$ cat src/rtl/core/assert_macros.svh
// Assertion helpers shared by the RTL.
`ifndef ASSERT_MACROS_SVH
`define ASSERT_MACROS_SVH

// Property must hold at every clock edge outside reset.
`define RCNT_ASSERT(lbl, prop, msg) \
  lbl: assert property (@(posedge clk) disable iff (!rst_n) (prop)) else $error(msg);

// Expression must never be true outside reset.
`define RCNT_ASSERT_NEVER(lbl, expr, msg) \
  lbl: assert property (@(posedge clk) disable iff (!rst_n) !(expr)) else $error(msg);

`endif

$ cat src/rtl/core/rcnt_pkg.sv
// ----------------------------------------------------------------------------
// rcnt_pkg
// Types, codes and constant tables of the three-channel root counter.
// ----------------------------------------------------------------------------
package rcnt_pkg;

  typedef logic [15:0] cnt_t;
  typedef logic [12:0] mode_t;
  typedef logic [9:0]  cyc_t;
  typedef logic [1:0]  chan_t;

  typedef enum logic [1:0] {
    CMD_READ   = 2'd0,
    CMD_WRITE  = 2'd1,
    CMD_TICK   = 2'd2,
    CMD_HBLANK = 2'd3
  } rcnt_cmd_t;

  typedef enum logic [1:0] {
    ST_IDLE,
    ST_QMUL,
    ST_QFIX,
    ST_BUMP
  } rcnt_state_t;

  localparam logic [3:0] OFF_COUNT  = 4'h0;
  localparam logic [3:0] OFF_MODE   = 4'h4;
  localparam logic [3:0] OFF_TARGET = 4'h8;

  localparam chan_t NUM_CHAN_LAST = 2'd2;
  localparam chan_t CHAN_NONE     = 2'd3;
  localparam chan_t CHAN_HBLANK   = 2'd1;

  localparam mode_t MODE_WR_MASK = 13'h13FF;
  localparam mode_t MODE_HBL     = 13'h0101;
  localparam cnt_t  MODE_RD_FLAG = 16'h0400;
  localparam cnt_t  CNT_MAX      = 16'hFFFF;

  localparam int MODE_EN      = 0;
  localparam int MODE_RST_TGT = 3;
  localparam int MODE_IRQ_TGT = 4;
  localparam int MODE_IRQ_MAX = 5;
  localparam int MODE_SEL     = 8;

  localparam cyc_t MAX_TICK_CYCLES = 10'd1023;

  typedef struct packed {
    rcnt_cmd_t   command;
    logic [5:0]  address;
    logic [15:0] write_data;
    logic [9:0]  tick_cycles;
  } in_req_t;

  typedef struct packed {
    logic [15:0] read_data;
    logic [2:0]  irq_lines;
  } out_res_t;

  typedef struct packed {
    logic  load;
    chan_t ch;
    logic  sel;
  } quot_ctl_t;

  // Prescaler divisor per channel, by mode bit 8.
  function automatic logic [5:0] div_of(input chan_t ch, input logic sel);
    logic [5:0] d;
    case (ch)
      2'd0:    d = sel ? 6'd1  : 6'd5;
      2'd1:    d = sel ? 6'd39 : 6'd1;
      default: d = sel ? 6'd8  : 6'd1;
    endcase
    return d;
  endfunction

  // Scaled reciprocal (x/1024), never above 1/divisor; error stays below one.
  function automatic logic [10:0] recip_of(input chan_t ch, input logic sel);
    logic [10:0] r;
    case (ch)
      2'd0:    r = sel ? 11'd1024 : 11'd204;
      2'd1:    r = sel ? 11'd26   : 11'd1024;
      default: r = sel ? 11'd128  : 11'd1024;
    endcase
    return r;
  endfunction

endpackage

$ cat src/rtl/core/rcnt_bump.sv
// ----------------------------------------------------------------------------
// rcnt_bump
// Shared increment unit: one count step with target and wrap checks.
// ----------------------------------------------------------------------------
module rcnt_bump (
  input  rcnt_pkg::cnt_t  cnt,
  input  rcnt_pkg::cnt_t  tgt,
  input  rcnt_pkg::mode_t mode,
  output rcnt_pkg::cnt_t  cnt_next,
  output logic            irq
);
  import rcnt_pkg::*;

  cnt_t inc;

  always_comb begin
    inc      = cnt + 16'd1;
    cnt_next = inc;
    irq      = 1'b0;
    if (inc == tgt && mode[MODE_IRQ_TGT]) begin
      irq = 1'b1;
      if (mode[MODE_RST_TGT]) begin
        cnt_next = '0;
      end
    end
    // wrap at full scale regardless of the irq enable
    if (cnt_next == CNT_MAX) begin
      if (mode[MODE_IRQ_MAX]) begin
        irq = 1'b1;
      end
      cnt_next = '0;
    end
  end

endmodule

$ cat src/rtl/core/rcnt_quot.sv
// ----------------------------------------------------------------------------
// rcnt_quot
// Prescale quotient: registered reciprocal multiply, then one-step fixup.
// ----------------------------------------------------------------------------
module rcnt_quot (
  input  logic                clk,
  input  rcnt_pkg::quot_ctl_t ctl,
  input  rcnt_pkg::cyc_t      cycles,
  output rcnt_pkg::cyc_t      quot
);
  import rcnt_pkg::*;

  logic [20:0] prod;
  cyc_t        q0_r;
  logic [5:0]  dv;
  logic [15:0] qd;
  cyc_t        rem;

  assign prod = {11'b0, cycles} * {10'b0, recip_of(ctl.ch, ctl.sel)};

  always_ff @(posedge clk) begin
    if (ctl.load) begin
      q0_r <= prod[19:10];
    end
  end

  // estimate is low by at most one
  always_comb begin
    dv   = div_of(ctl.ch, ctl.sel);
    qd   = {6'b0, q0_r} * {10'b0, dv};
    rem  = cycles - qd[9:0];
    quot = q0_r + ((rem >= {4'b0, dv}) ? 10'd1 : 10'd0);
  end

endmodule

$ cat src/rtl/core/three_channel_root_counter_top.sv
// ----------------------------------------------------------------------------
// three_channel_root_counter_top
// Three 16-bit root counters with targets, modes and a register bus.
// ----------------------------------------------------------------------------
// Usage: drive in_req and raise start; the request is taken at a rising edge
// where start is high and busy is low. Each request gives one result on
// out_res, marked by out_valid for exactly one cycle; the receiver must take
// it then, there is no back-pressure.
// Reads, writes and hblank events: the result shows in the cycle after the
// request is taken and busy stays low, so a request may follow every cycle.
// Ticks: busy stays high while the sequencer visits each channel in turn: a
// disabled channel passes ST_QMUL only, an enabled one ST_QMUL, ST_QFIX and
// then n ST_BUMP steps, n being that channel's increment count (cycles
// divided by its divisor). The one shared increment unit steps a single
// count per cycle. The result shows in the cycle in which busy falls.
// Reset (rst_n low, synchronous) clears all counts, targets and modes and
// returns the sequencer to idle with no result pending.
// ----------------------------------------------------------------------------
module three_channel_root_counter_top (
  input  logic               clk,
  input  logic               rst_n,
  input  logic               start,
  output logic               busy,
  input  rcnt_pkg::in_req_t  in_req,
  output logic               out_valid,
  output rcnt_pkg::out_res_t out_res
);
  import rcnt_pkg::*;
  `include "assert_macros.svh"

  rcnt_state_t state_r, state_nxt;
  chan_t       ch_r, ch_nxt;
  cyc_t        n_r, n_nxt;
  cyc_t        cyc_r, cyc_nxt;
  logic [2:0]  irq_r, irq_nxt;
  logic        out_valid_r, out_valid_nxt;
  out_res_t    out_res_r, out_res_nxt;

  cnt_t  cnt_r  [3];
  cnt_t  tgt_r  [3];
  mode_t mode_r [3];

  chan_t     sel_ch, sel_idx;
  logic      ch_ok;
  logic [3:0] off;
  cnt_t      cnt_sel, tgt_sel;
  mode_t     mode_sel;
  cnt_t      bump_cnt;
  logic      bump_irq;
  logic      wr_cnt_en, wr_tgt_en, wr_mode_en;
  cnt_t      wr_cnt_val;
  logic      chan_done;
  logic [2:0] irq_v, irq_bit;
  quot_ctl_t quot_ctl;
  cyc_t      quot;
  logic      accept;

  assign busy      = (state_r != ST_IDLE);
  assign accept    = start && !busy;
  assign out_valid = out_valid_r;
  assign out_res   = out_res_r;
  assign off       = in_req.address[3:0];

  // single register-file port: sequencer channel while busy, channel one for hblank, else the request's address
  always_comb begin
    if (busy) begin
      sel_ch = ch_r;
    end else if (in_req.command == CMD_HBLANK) begin
      sel_ch = CHAN_HBLANK;
    end else begin
      sel_ch = in_req.address[5:4];
    end
    ch_ok    = (sel_ch != CHAN_NONE);
    sel_idx  = ch_ok ? sel_ch : 2'd0;
    cnt_sel  = cnt_r[sel_idx];
    tgt_sel  = tgt_r[sel_idx];
    mode_sel = mode_r[sel_idx];
    irq_bit  = 3'b001 << ch_r;
  end

  rcnt_bump u_bump (
    .cnt      (cnt_sel),
    .tgt      (tgt_sel),
    .mode     (mode_sel),
    .cnt_next (bump_cnt),
    .irq      (bump_irq)
  );

  assign quot_ctl.load = (state_r == ST_QMUL) && mode_sel[MODE_EN];
  assign quot_ctl.ch   = ch_r;
  assign quot_ctl.sel  = mode_sel[MODE_SEL];

  rcnt_quot u_quot (
    .clk    (clk),
    .ctl    (quot_ctl),
    .cycles (cyc_r),
    .quot   (quot)
  );

  always_comb begin
    state_nxt     = state_r;
    ch_nxt        = ch_r;
    n_nxt         = n_r;
    cyc_nxt       = cyc_r;
    irq_nxt       = irq_r;
    out_valid_nxt = 1'b0;
    out_res_nxt   = '0;
    wr_cnt_en     = 1'b0;
    wr_tgt_en     = 1'b0;
    wr_mode_en    = 1'b0;
    wr_cnt_val    = '0;
    chan_done     = 1'b0;
    irq_v         = irq_r;

    case (state_r)
      ST_IDLE: begin
        if (accept) begin
          case (in_req.command)
            CMD_READ: begin
              out_valid_nxt = 1'b1;
              if (ch_ok) begin
                case (off)
                  OFF_COUNT:  out_res_nxt.read_data = cnt_sel;
                  OFF_MODE:   out_res_nxt.read_data = {3'b0, mode_sel} | MODE_RD_FLAG;
                  OFF_TARGET: out_res_nxt.read_data = tgt_sel;
                  default:    out_res_nxt.read_data = '0;
                endcase
              end
            end
            CMD_WRITE: begin
              out_valid_nxt = 1'b1;
              if (ch_ok) begin
                case (off)
                  OFF_COUNT: begin
                    wr_cnt_en  = 1'b1;
                    wr_cnt_val = in_req.write_data;
                  end
                  OFF_MODE: begin
                    wr_mode_en = 1'b1;
                    wr_cnt_en  = 1'b1;
                  end
                  OFF_TARGET: wr_tgt_en = 1'b1;
                  default: ;
                endcase
              end
            end
            CMD_TICK: begin
              cyc_nxt   = (in_req.tick_cycles > MAX_TICK_CYCLES) ? MAX_TICK_CYCLES
                                                                 : in_req.tick_cycles;
              ch_nxt    = '0;
              irq_nxt   = '0;
              state_nxt = ST_QMUL;
            end
            CMD_HBLANK: begin
              out_valid_nxt = 1'b1;
              if ((mode_sel & MODE_HBL) == MODE_HBL) begin
                wr_cnt_en             = 1'b1;
                wr_cnt_val            = bump_cnt;
                out_res_nxt.irq_lines = bump_irq ? 3'b010 : 3'b000;
              end
            end
            default: ;
          endcase
        end
      end
      ST_QMUL: begin
        if (mode_sel[MODE_EN]) begin
          state_nxt = ST_QFIX;
        end else begin
          chan_done = 1'b1;
        end
      end
      ST_QFIX: begin
        n_nxt = quot;
        if (quot == '0) begin
          chan_done = 1'b1;
        end else begin
          state_nxt = ST_BUMP;
        end
      end
      ST_BUMP: begin
        wr_cnt_en  = 1'b1;
        wr_cnt_val = bump_cnt;
        irq_v      = irq_r | (bump_irq ? irq_bit : 3'b000);
        irq_nxt    = irq_v;
        n_nxt      = n_r - 10'd1;
        if (n_r == 10'd1) begin
          chan_done = 1'b1;
        end
      end
      default: state_nxt = ST_IDLE;
    endcase

    // advance to the next channel or finish the tick
    if (chan_done) begin
      if (ch_r == NUM_CHAN_LAST) begin
        state_nxt             = ST_IDLE;
        out_valid_nxt         = 1'b1;
        out_res_nxt.irq_lines = irq_v;
      end else begin
        ch_nxt    = ch_r + 2'd1;
        state_nxt = ST_QMUL;
      end
    end
  end

  always_ff @(posedge clk) begin
    if (!rst_n) begin
      state_r     <= ST_IDLE;
      out_valid_r <= 1'b0;
    end else begin
      state_r     <= state_nxt;
      out_valid_r <= out_valid_nxt;
    end
  end

  always_ff @(posedge clk) begin
    ch_r      <= ch_nxt;
    n_r       <= n_nxt;
    cyc_r     <= cyc_nxt;
    irq_r     <= irq_nxt;
    out_res_r <= out_res_nxt;
  end

  always_ff @(posedge clk) begin
    if (!rst_n) begin
      for (int i = 0; i < 3; i++) begin
        cnt_r[i]  <= '0;
        tgt_r[i]  <= '0;
        mode_r[i] <= '0;
      end
    end else begin
      if (wr_cnt_en) begin
        cnt_r[sel_idx] <= wr_cnt_val;
      end
      if (wr_tgt_en) begin
        tgt_r[sel_idx] <= in_req.write_data;
      end
      if (wr_mode_en) begin
        mode_r[sel_idx] <= in_req.write_data[12:0] & MODE_WR_MASK;
      end
    end
  end

  `RCNT_ASSERT(a_tick_goes_busy, (start && !busy && in_req.command == CMD_TICK) |=> busy, "tick request did not start the sequencer")
  `RCNT_ASSERT(a_bump_enabled, (state_r == ST_BUMP) |-> (mode_sel[MODE_EN] && n_r != '0), "increment on a disabled channel or with no steps left")
  `RCNT_ASSERT(a_done_gives_result, $fell(busy) |-> out_valid, "tick finished without a result")
  `RCNT_ASSERT_NEVER(a_no_write_chan3, (wr_cnt_en || wr_tgt_en || wr_mode_en) && !ch_ok, "register write to channel three")

endmodule
$ cat config.mk
export PLATFORM = sky130hd
export DESIGN_NAME = three_channel_root_counter_top
export DESIGN_NICKNAME = d
export VERILOG_FILES = /design/src/rtl/core/rcnt_pkg.sv /design/src/rtl/core/rcnt_bump.sv /design/src/rtl/core/rcnt_quot.sv /design/src/rtl/core/three_channel_root_counter_top.sv
export VERILOG_INCLUDE_DIRS = /design/src /design/src/rtl/core
export SDC_FILE = /design/constraint.sdc
export NUM_CORES = 1
export LEC_CHECK = 0
export BUFFER_PORTS_ARGS = -buffer_cell sky130_fd_sc_hd__buf_2
export CAP_MARGIN = 5
export CORE_ASPECT_RATIO = 2
export CORE_UTILIZATION = 50
export CTS_CLUSTER_SIZE = 30
export DETAILED_ROUTE_END_ITERATION = 10
export HOLD_SLACK_MARGIN = 0.15
export PLACE_DENSITY = 0.67
export SLEW_MARGIN = 20
export SYNTH_ARGS = -nofsm -noshare
export SYNTH_HDL_FRONTEND = slang
export SYNTH_SLANG_ARGS = --single-unit
$ cat constraint.sdc
create_clock -name clk -period 14.31 [get_ports clk]
set_clock_uncertainty 0.15 [all_clocks]
set_input_delay 4.293 -clock clk [delete_from_list [all_inputs] [get_ports clk]]
set_output_delay 4.293 -clock clk [all_outputs]
set_load 0.005 [all_outputs]
# After elaboration in Yosys (flattened, before gate mapping)
# Memory sizes are Yosys's and may differ from the RTL's.
# Index checks and enable logic that the tools add are counted.
dict set report totals {
  register_bits 57
  ramBits 129
  inputBits 37
  output_inout_bits 21
  mem_count 3
}
# name depth width rd rd_clocked_by_memory_dff write_ports line
set mem_list {}
lappend mem_list {cnt_r 3 16 1 0 3 three_channel_root_counter_top.sv:39} ;# cnt_t cnt_r [3];
lappend mem_list {tgt_r 3 16 1 0 3 three_channel_root_counter_top.sv:40} ;# cnt_t tgt_r [3];
lappend mem_list {mode_r 3 11 1 0 3 three_channel_root_counter_top.sv:41} ;# mode_t mode_r [3];
dict set report classes {
  add_sub_neg 5
  mul 2
  n_lt_le_gt_ge 2
  eq_ne 21
  shift 1
  n_mux 94
  bitwise_logic 1
  reduce_logical 22
}
# operator count
set op_table {}
lappend op_table {{$mux W16} 9}
lappend op_table {{$pmux W16 S2} 2}
lappend op_table {{$pmux W16 S3} 1}
lappend op_table {{$mux W11} 4}
lappend op_table {{$mux W1} 40}
lappend op_table {{$mux W2} 20}
lappend op_table {{$reduce_or A16 Y1} 2}
lappend op_table {{$mux W3} 8}
lappend op_table {{$pmux W11 S2} 1}
lappend op_table {{$mul A10 B11 Y20} 1}
lappend op_table {{$pmux W10 S2} 1}
lappend op_table {{$add A16 B1 Y16 const B} 1}
lappend op_table {{$eq A16 B16 Y1} 1}
lappend op_table {{$eq A16 B16 Y1 const B} 1}
lappend op_table {{$eq A2 B2 Y1 const B} 6}
lappend op_table {{$pmux W6 S2} 1}
lappend op_table {{$reduce_or A11 Y1} 1}
lappend op_table {{$add A10 B10 Y10} 1}
lappend op_table {{$eq A10 B1 Y1 const B} 1}
lappend op_table {{$ge A10 B6 Y1} 1}
lappend op_table {{$gt A10 B10 Y1 const B} 1}
lappend op_table {{$logic_not A10 Y1} 1}
lappend op_table {{$mul A10 B6 Y10} 1}
lappend op_table {{$sub A10 B1 Y10 const B} 1}
lappend op_table {{28 further kinds} 41}

# Depth between registers and ports, before layout
# An unclocked memory read counts as a cell.
dict set report depth {
  depth_word 19
  depth_mapped 44
  mapped_depth_nobuf 37
}

# Cells and area by module
# Synthesis repeated with hierarchy kept, for this count alone.
dict set report unflattened {
  hier_cells 1344
  area_unflattened_um2 15275.9
}
# module n_inst cells_each area_per_inst_um2
set by_module_without_submodules {}
lappend by_module_without_submodules {three_channel_root_counter_top 1 690 9858.2}
lappend by_module_without_submodules {rcnt_quot 1 499 4297.9}
lappend by_module_without_submodules {rcnt_bump 1 155 1119.8}

# Worst setup path after synthesis
# Ideal clock, no wire load.
dict set report synth_timing {
  kind {input port to flip-flop}
  startpoint {input in_req[33] (netlist name)}
  endpoint {register with a tool-made name}
  setup_time_ps 272
  arrival_time_ps 11758
  required_time_ps 13888
  slack_ps 2130
  cell_stages 41
  path_cell_list {nand2_1 > nand3_1 > o21ai_0 > inv_1 > ha_1 > buf_6 > buf_12 > buf_8 > buf_4 > mux4_2 > clkbuf_1 > and2_1 > inv_1 > clkbuf_1 > nand2_1 > fa_1 > inv_1 > ha_1 > [5 not listed] > ha_1 > a21oi_1 > xnor2_1 > ha_1 > o21ai_0 > o21ai_0 > a2111oi_0 > nand3_1 > ha_1 > ha_1 > xnor2_1 > nand3_1 > nor3_1 > and4_1 > a32o_1 > a31oi_1 > nor2_1 > mux2i_1}
}
# item line
set synth_rtl {}
lappend synth_rtl {{start, declared} three_channel_root_counter_top.sv:24} ;# input rcnt_pkg::in_req_t in_req,

==> results.sh <==
export IMPL_outcome="finished with violations"
export IMPL_violations="DRC"
export IMPL_synth_seq_cells=229
export IMPL_seq_area_frac_synth_pct=43.7
export IMPL_die_area_mm2=0.0312
export IMPL_hp_start="irq_r[2]"
export IMPL_max_slew_margin_rel_pct=16.9
export IMPL_syn_avg_cell_area_um2=11.4
export IMPL_cts_buffer_depth=3
export IMPL_ys_warn_count=0
export IMPL_post_cts_resized=0
export IMPL_cts_setup_buffers=0
export IMPL_drv_slew=0
export IMPL_fin_setup_tns_ns=0
export IMPL_hold_viol=0
export IMPL_r2r_slack_ns=4.75
export IMPL_worstSetupPathType="in2reg"
export IMPL_cts_buffers=22
export IMPL_multi_input_area_mm2=0.00778
export IMPL_wl_um=41300
export IMPL_p_int_w=0.00199
export IMPL_cp_startpoint="in_req[32]"
export IMPL_die_h_um=249
export IMPL_power_density_mw_per_mm2=216
export IMPL_routedWlPerCell_um=23.9
export IMPL_drtAntennaViolNets=0
export IMPL_max_stage_delay_ns=0.77
export IMPL_synthCells=1334
export IMPL_grt_max_degree=51
export IMPL_clk_pin_slew_ns=0.07
export IMPL_worstPathMaxFanout=28
export IMPL_yosys_top_cells_count="edfxtp_1, inv_1, nand2_1, ha_1, nor2_1"
export IMPL_synth_edf_count=206
export IMPL_nFillCells=2593
export IMPL_grt_usage_pct=27.5
export IMPL_seq_area_mm2=0.00665
export IMPL_slowest_stage="mux4_2"
export IMPL_reg2reg_from="state_r[0]"
export IMPL_clock_power_share_pct=16.2
export IMPL_syn_nets=1528
export IMPL_port_buffers=57
export IMPL_synth_area_leaders="edfxtp_1, ha_1, fa_1, mux4_2, inv_1"
export IMPL_comb_power_share_pct=59.8
export IMPL_clk_latency_ns=0.55
export IMPL_cts_sinks=229
export IMPL_hold_class="reg2reg"
export IMPL_via_count=10300
export IMPL_yosysTopAreaCell="edfxtp_1"
export IMPL_grt_ovfl_total=0
export IMPL_rsz0062_at_grt="no"
export IMPL_coreArea_mm2=0.0301
export IMPL_drv_cap=0
export IMPL_placed_cell_area_mm2=0.0157
export IMPL_antenna_found_initial=0
export IMPL_rows=90
export IMPL_cp_arrival_ns=12.84
export IMPL_cp_start_kind="input port"
export IMPL_seqPwrFrac_pct=24.0
export IMPL_setup_viol=0
export IMPL_die_width_um=125
export IMPL_finalCritPeriodShare_pct=87.6
export IMPL_yosysUniqueCellTypes=79
export IMPL_start_util_pct=50.6
export IMPL_gp_congestion=0.962
export IMPL_drc=7
export IMPL_cp_end_kind="flop"
export IMPL_ir_worst_vdd_uv=122
export IMPL_ctsHoldBuffers=0
export IMPL_grt_pass1_vias=11100
export IMPL_drtIter0Drc=776
export IMPL_dp_hpwl_um=30400
export IMPL_leakagePower_nw=6.76
export IMPL_final_area_mm2=0.0164
export IMPL_root_buffer="clkbuf_16"
export IMPL_diodes=0
export IMPL_yosysMostFrequentCell="edfxtp_1"
export IMPL_drtPass1Iterations=8
export IMPL_drive_gt1_share_pct=15.1
export IMPL_synthArstFlopShare_pct=0
export IMPL_cts_tree="done"
export IMPL_switching_power_w=0.00154
export IMPL_p_sw_share_pct=43.6
export IMPL_synth_main_ff_cell="edfxtp_1"
export IMPL_ioPinCount=58
export IMPL_grt_pass1_wl_um=63700
export IMPL_fmax_ghz=0.0798
export IMPL_period_needed_ns=12.54
export IMPL_nets=1539
export IMPL_viasPerCell=5.96
export IMPL_syn_area_mm2=0.0152
export IMPL_tightest_slew_ns=1.24
export IMPL_synthToLayoutAreaGrowth_pct=7.63
export IMPL_netlist_area_leader_share_pct=40.6
export IMPL_crit_required_ns=14.61
export IMPL_h_tree_depth=1
==> layer usage <==
metal | routed length (µm) | up-vias | GRT usage (%) | part of all wire (%)
met2 | 22600 | 409 | 52.1 | 55
met5 | 0 | - | 0 | 0
met4 | 3190 | 0 | 19.1 | 7.7
met1 | 13600 | 5046 | 27.5 | 33
met3 | 1980 | 154 | 3.46 | 4.8
li1 | - | 4695 | - | -
==> per-stage QoR <==
step	setup slack (ns)	util [%]	hold slack, ns	instances	power [W]
finish	1.77	54.5	0.351	1729	0.00354
global route	1.06	54.5	0.375	1729	0.00386
CTS	1.79	54.5	0.359	1729	0.00357
detailed placement	1.29	52.2	0.348	1689	0.00299
global placement	1.48	52.2	0.343	1689	0.00293
floorplan	2.13	-	0.295	1334	0.00245
==> layout by cell type (no fill, tap or decap), types with 13 or more instances in the layout <==
master,instances
a21oi_1,36
and2_1,49
and3_1,74
buf_2,57
clkbuf_16,23
dfxtp_1,23
edfxtp_1,206
fa_1,56
ha_1,99
inv_1,124
mux2i_1,26
mux4_2,39
nand2_1,124
nand3_1,16
nor2_1,76
nor3_1,26
o21ai_0,31
o21ai_1,31
or2_2,13
xnor2_1,48
xor2_1,21
==> worst max-delay path: cells and delay by family <==
family	cells	cell delay (ns)
AO/OA/AOI/OAI	8	1.42
XOR/XNOR	3	0.56
adder cells (fa/ha/maj)	9	3.24
buffers and inverters	6	0.49
multiplexers	1	0.77
AND/OR/NAND/NOR	10	2.02
==> cells by family after synthesis <==
family / share of synthesized area [%]
adder cells (fa/ha/maj): 15.7
XOR/XNOR: 4.49
AO/OA/AOI/OAI: 6.37
buffers and inverters: 5.43
multiplexers: 8.31
AND/OR/NAND/NOR: 16.1
flip-flops: 43.7
==> registers in the layout, summed over array words and instances, names as in the netlist, 2 cells and up, named ones only <==
name,count
cnt_r,64
cyc_r,10
irq_r,3
mode_r,44
n_r,10
out_res,19
state_r,2
tgt_r,64
u_quot.q0_r,10
==> power groups by stage <==
stage	combinational, W	clock [W]	sequential, W
after CTS	0.00214	0.000582	0.000848
final	0.00212	0.000575	0.000848
after floorplan	0.00161	0	0.000833
after global placement	0.00207	0	0.000861
after global routing	0.00241	0.000604	0.000851
after detailed placement	0.00213	0	0.000862
==> final cells by class <==
cell class | instances | share of cell area (%)
sequential | 229 | 40.6
clock inverter | 12 | 0.474
clock buffer | 28 | 3.75
multi-input combinational | 903 | 47.5
tap | 368 | 2.81
timing repair buffer | 64 | 2.06
inverter | 125 | 2.86
==> path summary, 6_finish.rpt <==
kind | endpoint | cells after the start
min reg2reg | out_res[2] | 1
max | out_res[1] | 37
max reg2reg | out_res[1] | 36
min | out_res[2] | 1
Power figures use the tool's default switching activity.
